--- src/rtl/kdpc_pkg.sv ---
// kdpc_pkg: shared types and constants of the key debounce press classifier
// no dependencies; used by the interfaces and all rtl modules
`timescale 1ns / 1ps

package kdpc_pkg;

    localparam int TIME_W    = 32;
    localparam int CFG_W     = 16;
    localparam int CFG_IDX_W = 8;
    localparam int EVT_W     = 2;

    typedef enum logic [CFG_IDX_W-1:0] {
        CFG_DEBOUNCE_TIME   = 8'd0,
        CFG_LONG_PRESS_TIME = 8'd1
    } t_cfg_index;

    localparam logic [CFG_W-1:0] DEBOUNCE_RESET   = 16'd20;
    localparam logic [CFG_W-1:0] LONG_PRESS_RESET = 16'd1000;

    typedef enum logic [EVT_W-1:0] {
        EVT_NONE  = 2'd0,
        EVT_SHORT = 2'd1,
        EVT_LONG  = 2'd2
    } t_key_event;

    typedef struct packed {
        logic [CFG_W-1:0] debounce_time;
        logic [CFG_W-1:0] long_press_time;
    } t_cfg;

    // one poll as held in the input register
    typedef struct packed {
        logic              raw_pressed;
        logic [TIME_W-1:0] now_ms;
    } t_poll;

endpackage

--- src/rtl/kdpc_ifs.sv ---
// kdpc_ifs: valid/ready channel interfaces for polls, events and config writes
// depends on kdpc_pkg
`timescale 1ns / 1ps

interface kdpc_poll_if import kdpc_pkg::*; ();
    logic              valid;
    logic              ready;
    logic              raw_pressed;
    logic [TIME_W-1:0] now_ms;

    modport source (output valid, output raw_pressed, output now_ms, input ready);
    modport sink   (input valid, input raw_pressed, input now_ms, output ready);
endinterface

interface kdpc_event_if import kdpc_pkg::*; ();
    logic             valid;
    logic             ready;
    logic [EVT_W-1:0] key_event;

    modport source (output valid, output key_event, input ready);
    modport sink   (input valid, input key_event, output ready);
endinterface

interface kdpc_cfg_if import kdpc_pkg::*; ();
    logic                 valid;
    logic                 ready;
    logic [CFG_IDX_W-1:0] index;
    logic [CFG_W-1:0]     data;

    modport source (output valid, output index, output data, input ready);
    modport sink   (input valid, input index, input data, output ready);
endinterface

--- src/rtl/kdpc_cfg_regs.sv ---
// kdpc_cfg_regs: debounce and long-press time registers behind the write channel
// depends on kdpc_pkg and kdpc_ifs
`timescale 1ns / 1ps

module kdpc_cfg_regs import kdpc_pkg::*; (
    input  logic       i_clk,
    input  logic       i_rst_n,
    kdpc_cfg_if.sink   i_cfg,
    output t_cfg       o_cfg
);

    t_cfg r_cfg;
    t_cfg n_cfg;

    assign i_cfg.ready = 1'b1;

    always_comb begin
        n_cfg = r_cfg;
        if (i_cfg.valid) begin
            case (i_cfg.index)
                CFG_DEBOUNCE_TIME:   n_cfg.debounce_time   = i_cfg.data;
                CFG_LONG_PRESS_TIME: n_cfg.long_press_time = i_cfg.data;
                default:             n_cfg = r_cfg;  // unknown index ignored
            endcase
        end
    end

    always_ff @(posedge i_clk) begin
        if (!i_rst_n) begin
            r_cfg.debounce_time   <= DEBOUNCE_RESET;
            r_cfg.long_press_time <= LONG_PRESS_RESET;
        end else begin
            r_cfg <= n_cfg;
        end
    end

    assign o_cfg = r_cfg;

endmodule

--- src/rtl/kdpc_classifier.sv ---
// kdpc_classifier: debounce and press state with its single-pass update logic
// depends on kdpc_pkg
`timescale 1ns / 1ps

module kdpc_classifier import kdpc_pkg::*; (
    input  logic       i_clk,
    input  logic       i_rst_n,
    input  logic       i_step,
    input  t_poll      i_poll,
    input  t_cfg       i_cfg,
    output t_key_event o_event
);

    logic              r_last_raw, n_last_raw;
    logic              r_stable,   n_stable;
    logic              r_long_sent, n_long_sent;
    logic [TIME_W-1:0] r_bounce_stamp, n_bounce_stamp;
    logic [TIME_W-1:0] r_press_stamp,  n_press_stamp;

    logic [TIME_W-1:0] since_bounce;
    logic [TIME_W-1:0] since_press;
    logic              window_open;
    logic              stable_change;

    always_comb begin
        n_last_raw     = i_poll.raw_pressed;
        n_bounce_stamp = (i_poll.raw_pressed != r_last_raw) ? i_poll.now_ms
                                                            : r_bounce_stamp;
        since_bounce   = i_poll.now_ms - n_bounce_stamp;
        window_open    = since_bounce < {{(TIME_W-CFG_W){1'b0}}, i_cfg.debounce_time};
        stable_change  = i_poll.raw_pressed != r_stable;

        n_stable      = r_stable;
        n_long_sent   = r_long_sent;
        n_press_stamp = r_press_stamp;
        o_event       = EVT_NONE;

        if (!window_open) begin
            n_stable = i_poll.raw_pressed;
            if (stable_change && i_poll.raw_pressed) begin
                n_press_stamp = i_poll.now_ms;
                n_long_sent   = 1'b0;
            end
        end
        since_press = i_poll.now_ms - n_press_stamp;

        if (!window_open) begin
            if (stable_change && !i_poll.raw_pressed) begin
                // release: short unless a long was already reported
                if (!r_long_sent) begin
                    o_event = EVT_SHORT;
                end
            end else if (n_stable && !n_long_sent &&
                         since_press >= {{(TIME_W-CFG_W){1'b0}}, i_cfg.long_press_time}) begin
                n_long_sent = 1'b1;
                o_event     = EVT_LONG;
            end
        end
    end

    always_ff @(posedge i_clk) begin
        if (!i_rst_n) begin
            r_last_raw     <= 1'b0;
            r_stable       <= 1'b0;
            r_long_sent    <= 1'b0;
            r_bounce_stamp <= '0;
            r_press_stamp  <= '0;
        end else if (i_step) begin
            r_last_raw     <= n_last_raw;
            r_stable       <= n_stable;
            r_long_sent    <= n_long_sent;
            r_bounce_stamp <= n_bounce_stamp;
            r_press_stamp  <= n_press_stamp;
        end
    end

endmodule

--- src/rtl/key_debounce_press_classifier_core.sv ---
// key_debounce_press_classifier_core: top level, input and result registers
// depends on kdpc_pkg, kdpc_ifs, kdpc_cfg_regs, kdpc_classifier
//
//   channel   dir  handshake      payload
//   i_poll    in   valid/ready    raw_pressed[0], now_ms[31:0]
//   o_event   out  valid/ready    key_event[1:0]  (0 none, 1 short, 2 long)
//   i_cfg     in   valid/ready    index[7:0], data[15:0], ready always high
//
// one item per cycle sustained while the output is not stalled; an accepted
// item goes through the input register, then classifier logic into the result
// register. state advances when an item moves from the input register into
// the result register. reset (synchronous, active low) clears the key state
// and loads the default times. a stalled output holds its result while the
// input register still takes one more item if it is empty.
`timescale 1ns / 1ps

module key_debounce_press_classifier_core import kdpc_pkg::*; (
    input  logic         i_clk,
    input  logic         i_rst_n,
    kdpc_poll_if.sink    i_poll,
    kdpc_event_if.source o_event,
    kdpc_cfg_if.sink     i_cfg
);

    t_cfg       cfg;
    t_key_event step_event;

    logic       r_in_valid;
    t_poll      r_in_poll;
    logic       r_out_valid;
    t_key_event r_out_event;

    logic       out_free;
    logic       step;

    assign out_free     = !r_out_valid || o_event.ready;
    assign step         = r_in_valid && out_free;
    assign i_poll.ready = !r_in_valid || out_free;

    kdpc_cfg_regs u_cfg_regs (
        .i_clk   (i_clk),
        .i_rst_n (i_rst_n),
        .i_cfg   (i_cfg),
        .o_cfg   (cfg)
    );

    kdpc_classifier u_classifier (
        .i_clk   (i_clk),
        .i_rst_n (i_rst_n),
        .i_step  (step),
        .i_poll  (r_in_poll),
        .i_cfg   (cfg),
        .o_event (step_event)
    );

    always_ff @(posedge i_clk) begin
        if (!i_rst_n) begin
            r_in_valid  <= 1'b0;
            r_out_valid <= 1'b0;
        end else begin
            if (i_poll.ready) begin
                r_in_valid <= i_poll.valid;
            end
            if (out_free) begin
                r_out_valid <= r_in_valid;
            end
        end
    end

    always_ff @(posedge i_clk) begin
        if (i_poll.valid && i_poll.ready) begin
            r_in_poll.raw_pressed <= i_poll.raw_pressed;
            r_in_poll.now_ms      <= i_poll.now_ms;
        end
        if (step) begin
            r_out_event <= step_event;
        end
    end

    assign o_event.valid     = r_out_valid;
    assign o_event.key_event = r_out_event;

endmodule
--- src/flat_wrapper.sv ---
// flat-port wrapper written by rule: the top's interface ports become plain ports
module key_debounce_press_classifier_core_flat import kdpc_pkg::*;
  (i_clk, i_rst_n, i_poll_valid, i_poll_raw_pressed, i_poll_now_ms, i_poll_ready, o_event_valid, o_event_key_event, o_event_ready, i_cfg_valid, i_cfg_index, i_cfg_data, i_cfg_ready);
  kdpc_poll_if i_poll_i ();
  kdpc_event_if o_event_i ();
  kdpc_cfg_if i_cfg_i ();
  input  logic i_clk;
  input  logic i_rst_n;
  input wire logic [$bits(i_poll_i.valid)-1:0] i_poll_valid;
  input wire logic [$bits(i_poll_i.raw_pressed)-1:0] i_poll_raw_pressed;
  input wire logic [$bits(i_poll_i.now_ms)-1:0] i_poll_now_ms;
  output wire logic [$bits(i_poll_i.ready)-1:0] i_poll_ready;
  output wire logic [$bits(o_event_i.valid)-1:0] o_event_valid;
  output wire logic [$bits(o_event_i.key_event)-1:0] o_event_key_event;
  input wire logic [$bits(o_event_i.ready)-1:0] o_event_ready;
  input wire logic [$bits(i_cfg_i.valid)-1:0] i_cfg_valid;
  input wire logic [$bits(i_cfg_i.index)-1:0] i_cfg_index;
  input wire logic [$bits(i_cfg_i.data)-1:0] i_cfg_data;
  output wire logic [$bits(i_cfg_i.ready)-1:0] i_cfg_ready;
  assign i_poll_i.valid = i_poll_valid;
  assign i_poll_i.raw_pressed = i_poll_raw_pressed;
  assign i_poll_i.now_ms = i_poll_now_ms;
  assign i_poll_ready = i_poll_i.ready;
  assign o_event_valid = o_event_i.valid;
  assign o_event_key_event = o_event_i.key_event;
  assign o_event_i.ready = o_event_ready;
  assign i_cfg_i.valid = i_cfg_valid;
  assign i_cfg_i.index = i_cfg_index;
  assign i_cfg_i.data = i_cfg_data;
  assign i_cfg_ready = i_cfg_i.ready;
  key_debounce_press_classifier_core u_core (.i_clk(i_clk), .i_rst_n(i_rst_n), .i_poll(i_poll_i), .o_event(o_event_i), .i_cfg(i_cfg_i));
endmodule
--- config.mk ---
export PLATFORM = sky130hd
export DESIGN_NAME = key_debounce_press_classifier_core_flat
export DESIGN_NICKNAME = d
export VERILOG_FILES = /design/src/rtl/kdpc_pkg.sv /design/src/rtl/kdpc_ifs.sv /design/src/rtl/kdpc_cfg_regs.sv /design/src/rtl/kdpc_classifier.sv /design/src/rtl/key_debounce_press_classifier_core.sv /design/src/flat_wrapper.sv
export SDC_FILE = /design/constraint.sdc
export NUM_CORES = 1
export LEC_CHECK = 0
export BUFFER_PORTS_ARGS = -buffer_cell sky130_fd_sc_hd__buf_4
export CAP_MARGIN = 10
export CORE_AREA = 4 4 170 172
export DETAILED_ROUTE_END_ITERATION = 10
export DIE_AREA = 0 0 174 176
export HOLD_SLACK_MARGIN = 0.08
export PLACE_DENSITY = 0.53
export SLEW_MARGIN = 20
export SYNTH_ARGS = -nofsm -noshare
export SYNTH_HDL_FRONTEND = slang
export SYNTH_HIERARCHICAL = 1
export SYNTH_SLANG_ARGS = --single-unit
--- constraint.sdc ---
create_clock -name i_clk -period 15.6 [get_ports i_clk]
set_input_delay 0.78 -clock i_clk [delete_from_list [all_inputs] [get_ports i_clk]]
set_output_delay 0.78 -clock i_clk [all_outputs]
set_load 0.05 [all_outputs]
=== Word level (Yosys, flattened, before mapping) ===
Cells that the tools add are included.
Widths: inputs -> output; s select.

* Logic and storage cells: 46
* Register bits after elaboration: 136
* Input bits: 62

* Equality and inequality tests: 3
* Reduce and logical (&&, ||, !) cells: 15
* Mux-type cells: 12
* $add $sub $neg: 2
* $lt $le $gt $ge: 2

{| class="wikitable"
|+ Operator list
! cell !! number
|-
| $mux 32 || 3
|-
| $sub 32x32->32 || 2
|-
| $ge 32x16->1 || 1
|-
| $lt 32x16->1 || 1
|-
| $eq 8x1->1 const B || 1
|-
| $logic_not 8->1 || 1
|-
| $mux 1 || 7
|-
| $logic_and 1x1->1 || 6
|-
| $logic_not 1->1 || 4
|-
| $mux 2 || 2
|-
| $reduce_and 2->1 || 2
|-
| $logic_or 1x1->1 || 2
|-
| $ne 1x1->1 || 2
|}

=== Logic depth before layout (Yosys ltp) ===
* Depth in word-level cells: 11
* Depth in mapped cells: 54

=== By module ===
Netlist, hierarchy kept.

{| class="wikitable"
|+ By module, submodules not included
! module !! area each (µm²) !! cells each !! times used !! seq. area each (µm²)
|-
| kdpc_classifier || 8,333.0 || 1,137 || 1 || 1,341.3
|-
| kdpc_cfg_regs || 1,327.5 || 139 || 1 || 640.6
|-
| key_debounce_press_classifier_core || 1,154.9 || 44 || 1 || 1,091.0
|}

=== Worst setup path after synthesis ===
OpenSTA, ideal clock, no wires.

* Path kind: flip-flop to flip-flop
* From: reg u_core/r_in_poll[32] in the netlist's numbering
* To: reg u_core.u_classifier.r_long_sent
* Slack: 4,665 ps
* Data required time: 15,486 ps
* Period minus slack after synthesis: 10,935 ps
* Arrival time: 10,821 ps
* Cell stages (with the launch flop): 50
* Library setup time: 114 ps
* Cells stage by stage: edfxtp_1 > buf_2 > xor2_2 > buf_4 > buf_4 > buf_6 > clkbuf_1 > clkbuf_1 > mux2i_1 > ha_1 > clkbuf_1 > nand2_1 > o31ai_1 > nor2_1 > xnor2_1 > ha_1 > a21oi_1 > a21boi_0 > [... 14 more ...] > a21oi_1 > nor2_1 > nor4b_1 > o31ai_1 > and3_1 > xnor2_1 > ha_1 > o2111ai_1 > a21oi_1 > a21oi_1 > nand4b_1 > nor4_1 > o311ai_0 > a311oi_1 > o2111a_1 > o2111ai_1 > or3_1 > a21o_1

* Word-level cells in the longest chain between the ends: 11

{| class="wikitable"
|+ RTL lines
! what !! line !! RTL
|-
| start: declaration || key_debounce_press_classifier_core.sv:29 || <nowiki>t_poll r_in_poll;</nowiki>
|-
| $ne 1x1->1 || kdpc_classifier.sv:27 || <nowiki>n_bounce_stamp = (i_poll.raw_pressed != r_last_raw) ? i_poll.now_ms</nowiki>
|-
| $mux 32 || kdpc_classifier.sv:27 ||
|-
| $sub 32x32->32 || kdpc_classifier.sv:29 || <nowiki>since_bounce = i_poll.now_ms - n_bounce_stamp;</nowiki>
|-
| $lt 32x16->1 || kdpc_classifier.sv:30 || <nowiki>window_open = since_bounce < {{(TIME_W-CFG_W){1'b0}}, i_cfg.debounce_time};</nowiki>
|-
| $mux 32 / $mux 1 (equally long branches) || kdpc_classifier.sv:38 || <nowiki>if (!window_open) begin</nowiki>
|-
| $sub 32x32->32 / $logic_not 1->1 (equally long branches) || kdpc_classifier.sv:45, kdpc_classifier.sv:53 ||
|-
| $ge 32x16->1 / $logic_and 1x1->1 (equally long branches) || kdpc_classifier.sv:54, kdpc_classifier.sv:53 ||
|-
| $logic_and 1x1->1 || kdpc_classifier.sv:53 || <nowiki>end else if (n_stable && !n_long_sent &&</nowiki>
|-
| $mux 1 || kdpc_classifier.sv:53 ||
|-
| $mux 1 || kdpc_classifier.sv:48 || <nowiki>if (stable_change && !i_poll.raw_pressed) begin</nowiki>
|-
| $mux 1 * || kdpc_classifier.sv:47 || <nowiki>if (!window_open) begin</nowiki>
|-
| end signal: assignment || kdpc_classifier.sv:71 || <nowiki>r_long_sent <= n_long_sent;</nowiki>
|-
| end: declaration || kdpc_classifier.sv:16 || <nowiki>logic r_long_sent, n_long_sent;</nowiki>
|}

Mark *: on every way between the ends. The rest lies on a longest branch, timed or not.
A chain may end at the register's enable or synchronous reset.

=== Final worst setup path ===
Ends and elaborated chain as after synthesis.

==> reports/metrics.yaml <==
status: "finished, final reports clean"
leakage_nw: 5.055
ioPinCount: 67
cts_buffers: 17
cp-start-kind: "register"
wl_met3_um: 993
drt_iter0_markers: 640
fin_worst_skew_ns: 0.02881
start_util_pct: 39.36
drive_gt1_share_pct: 9.352
fin_setup_tns_ns: 0
gp_congestion: 0.9323
post-synth-top-count-cell: "nand2_1"
setup_viol: 0
num_vias: 9825
drv_cap: 0
synthCells: 1320
grt_max_degree: 80
cpMaxStageDelayCell: "xor2_4"
max_stage_delay_ns: 0.79
cts_setup_buffers: 0
core_mm2: 0.02748
tightest_slew_ns: 0.9099
syn2layout_area_growth_pct: 11.63
powerDensity_mw_per_mm2: 96.78
end_kind: "register"
crit_type: "reg -> reg"
die_x_um: 174
drtAntennaViolNets: 0
rsz0062_at_grt: "false"
maxUsedRoutingLayer: "met4"
slew_headroom_pct: 38.82
wl_per_cell_um: 18.60
power_mw: 1.168
synth_edf_count: 35
synth_nets: 1463
crit_required_ns: 15.91
synthDistinctLibCells: 92
worstHoldStart: "u_core/u_cfg_regs/o_cfg[24]$_SDFFE_PN0P_"
place_ws_ns: 3.776
crit_fanout: 37
hold_viol_final: 0
ir_worst_vdd_mv: 0.06982
r2r-start: "u_core/r_in_poll[32]$_DFFE_PP_"
die_area_mm2: 0.03062
cts_tree: "done"
final_util_pct: 43.94
ys_top_cells_by_area: "dfxtp_1 (19%), edfxtp_1 (9.7%), ha_1 (9.3%), mux2i_1 (6.8%), nand2_1 (6.7%)"
period_needed_ns: 11.92
antenna_found_initial: 0
diodes: 0
clk_latency_ns: 0.43
grtUsageTotal_pct: 20.28
seq_area_frac_synth_pct: 28.41
clock-sinks: 136
dp.cells: 1672
netlist_area_mm2: 0.01082
grt_overflow: 0
min_path_type: "reg -> reg"
cp.arrival_ns: 12.23
viasPerCell: 5.766
async_flop_share_pct: 0
crit_start: "u_core/r_in_poll[32]$_DFFE_PP_"
wl_met2_um: 14210
drc_errors: 0
maxSlewViolCount: 0
first_global_vias: 9142
die_h_um: 176
grt_pass1_wl_um: 50060
clk_pin_slew_ns: 0.08
min_period_over_period_pct: 76.41
routed_wl_um: 31700
synth_common_cells: "nand2_1 (192), dfxtp_1 (101), a21oi_1 (88), ha_1 (80), nor2_1 (78)"
layout.cells.non_filler: 1704
cts.repair.resized: 0
cts_hold_buf: 0
ys_ff_latch: 136
path_common_cell: "a21oi_1"
synth_top_cell_area_share_pct: 18.70
cts-root-buf: "clkbuf_16"
cts_htree_levels: 4
avgSynthCellArea_um2: 8.193
hpwl_um: 24750
setup_ws_ns: 3.680
drt-met1-wl_um: 15930
yosys_warnings: 6
final_nets: 1488
clock.fmax_mhz: 83.89
yosysTopAreaCell: "dfxtp_1"
ys.flop_type: "dfxtp_1"
numPortBuffers: 65
clockBufferDepth: 2
row_count: 61
firstDrtPassIters: 6
## layout make-up
cell class | count | area, µm²
clock inverter | 14 | 115.1
sequential | 136 | 3073
tap | 346 | 432.9
inverter | 61 | 229.0
clock buffer | 18 | 429.2
multi-input combinational | 1057 | 7253
timing repair buffer | 72 | 540.5
fill | 2746 | 15400
## per-layer routing
metal	vias up	track usage (%)
li1	4909	-
met3	36	1.949
met4	0	5.411
met5	-	0
met1	4661	29.83
met2	219	31.96
## final timing paths
kind,to,slack (ns),depth (start not counted)
min,u_core/u_cfg_regs/o_cfg[24]$_SDFFE_PN0P_,0.46,2
min reg2reg,u_core/u_cfg_regs/o_cfg[24]$_SDFFE_PN0P_,0.46,2
max reg2reg,u_core/u_classifier/r_long_sent$_SDFFE_PN0P_,3.68,45
max,u_core/u_classifier/r_long_sent$_SDFFE_PN0P_,3.68,45
## metrics by stage
step,hold WS [ns],area (µm²)
after floorplan,0.4347,10820
after global placement,0.4452,11530
after detailed placement,0.4469,11530
after CTS,0.4633,12070
after global routing,0.4787,12070
final,0.4621,12070
## report_power, final
part,switching (mW),internal [mW],total [mW]
registers,0.0182,0.378,0.396
logic,0.236,0.155,0.391
clock network,0.174,0.207,0.381
total,0.428,0.740,1.17
## cells in the final DEF, fill, tap and decap left out, types with 10 or more instances in the layout
master	netlist	routed
a211oi_1	11	11
a21boi_0	27	27
a21o_1	27	27
a21oi_1	88	87
a31oi_1	15	15
and3_1	11	11
buf_4	4	72
clkbuf_16	0	17
dfxtp_1	101	101
edfxtp_1	35	35
ha_1	80	80
inv_1	60	60
mux2i_1	74	74
nand2_1	192	192
nand2b_1	26	26
nand3_1	32	32
nand4_1	19	19
nor2_1	78	78
nor2b_1	33	32
nor3_1	23	23
nor4_1	15	15
o2111ai_1	10	10
o211a_1	38	38
o21a_1	11	11
o21ai_0	53	53
o31ai_1	11	11
xnor2_1	34	33
xor2_1	16	16
## flip-flops by register name, summed over array words and instances (netlist names), 2 cells and up
signal	cells
u_core/u_cfg_regs/o_cfg	32
u_core/r_in_poll	33
u_core/u_classifier/r_press_stamp	32
u_core/u_classifier/r_bounce_stamp	32
u_core/o_event.key_event	2
## worst max-delay path: cells and delay by family (launching register included)
kind	cells	cell delay, ns
fa+ha+maj	3	0.81
buf+inv	2	0.96
xor+xnor	3	1.10
compound gates	21	5.03
flops	1	0.58
simple gates	16	3.28
## cells by family (layout without fill, tap and decap cells)
kind of cell	Yosys count	in the layout	synth area share [%]
DFF	136	136	28.41
muxes	76	76	7.057
and+or+nand+nor	477	477	21.85
other	1	1	0.03467
adders and majority gates	84	84	9.718
buffers and inverters	127	165	4.974
AOI/OAI and AO/OA	368	368	23.75
xor gates and xnor gates	51	51	4.199
Note: power is estimated with default switching activity, not from simulation.
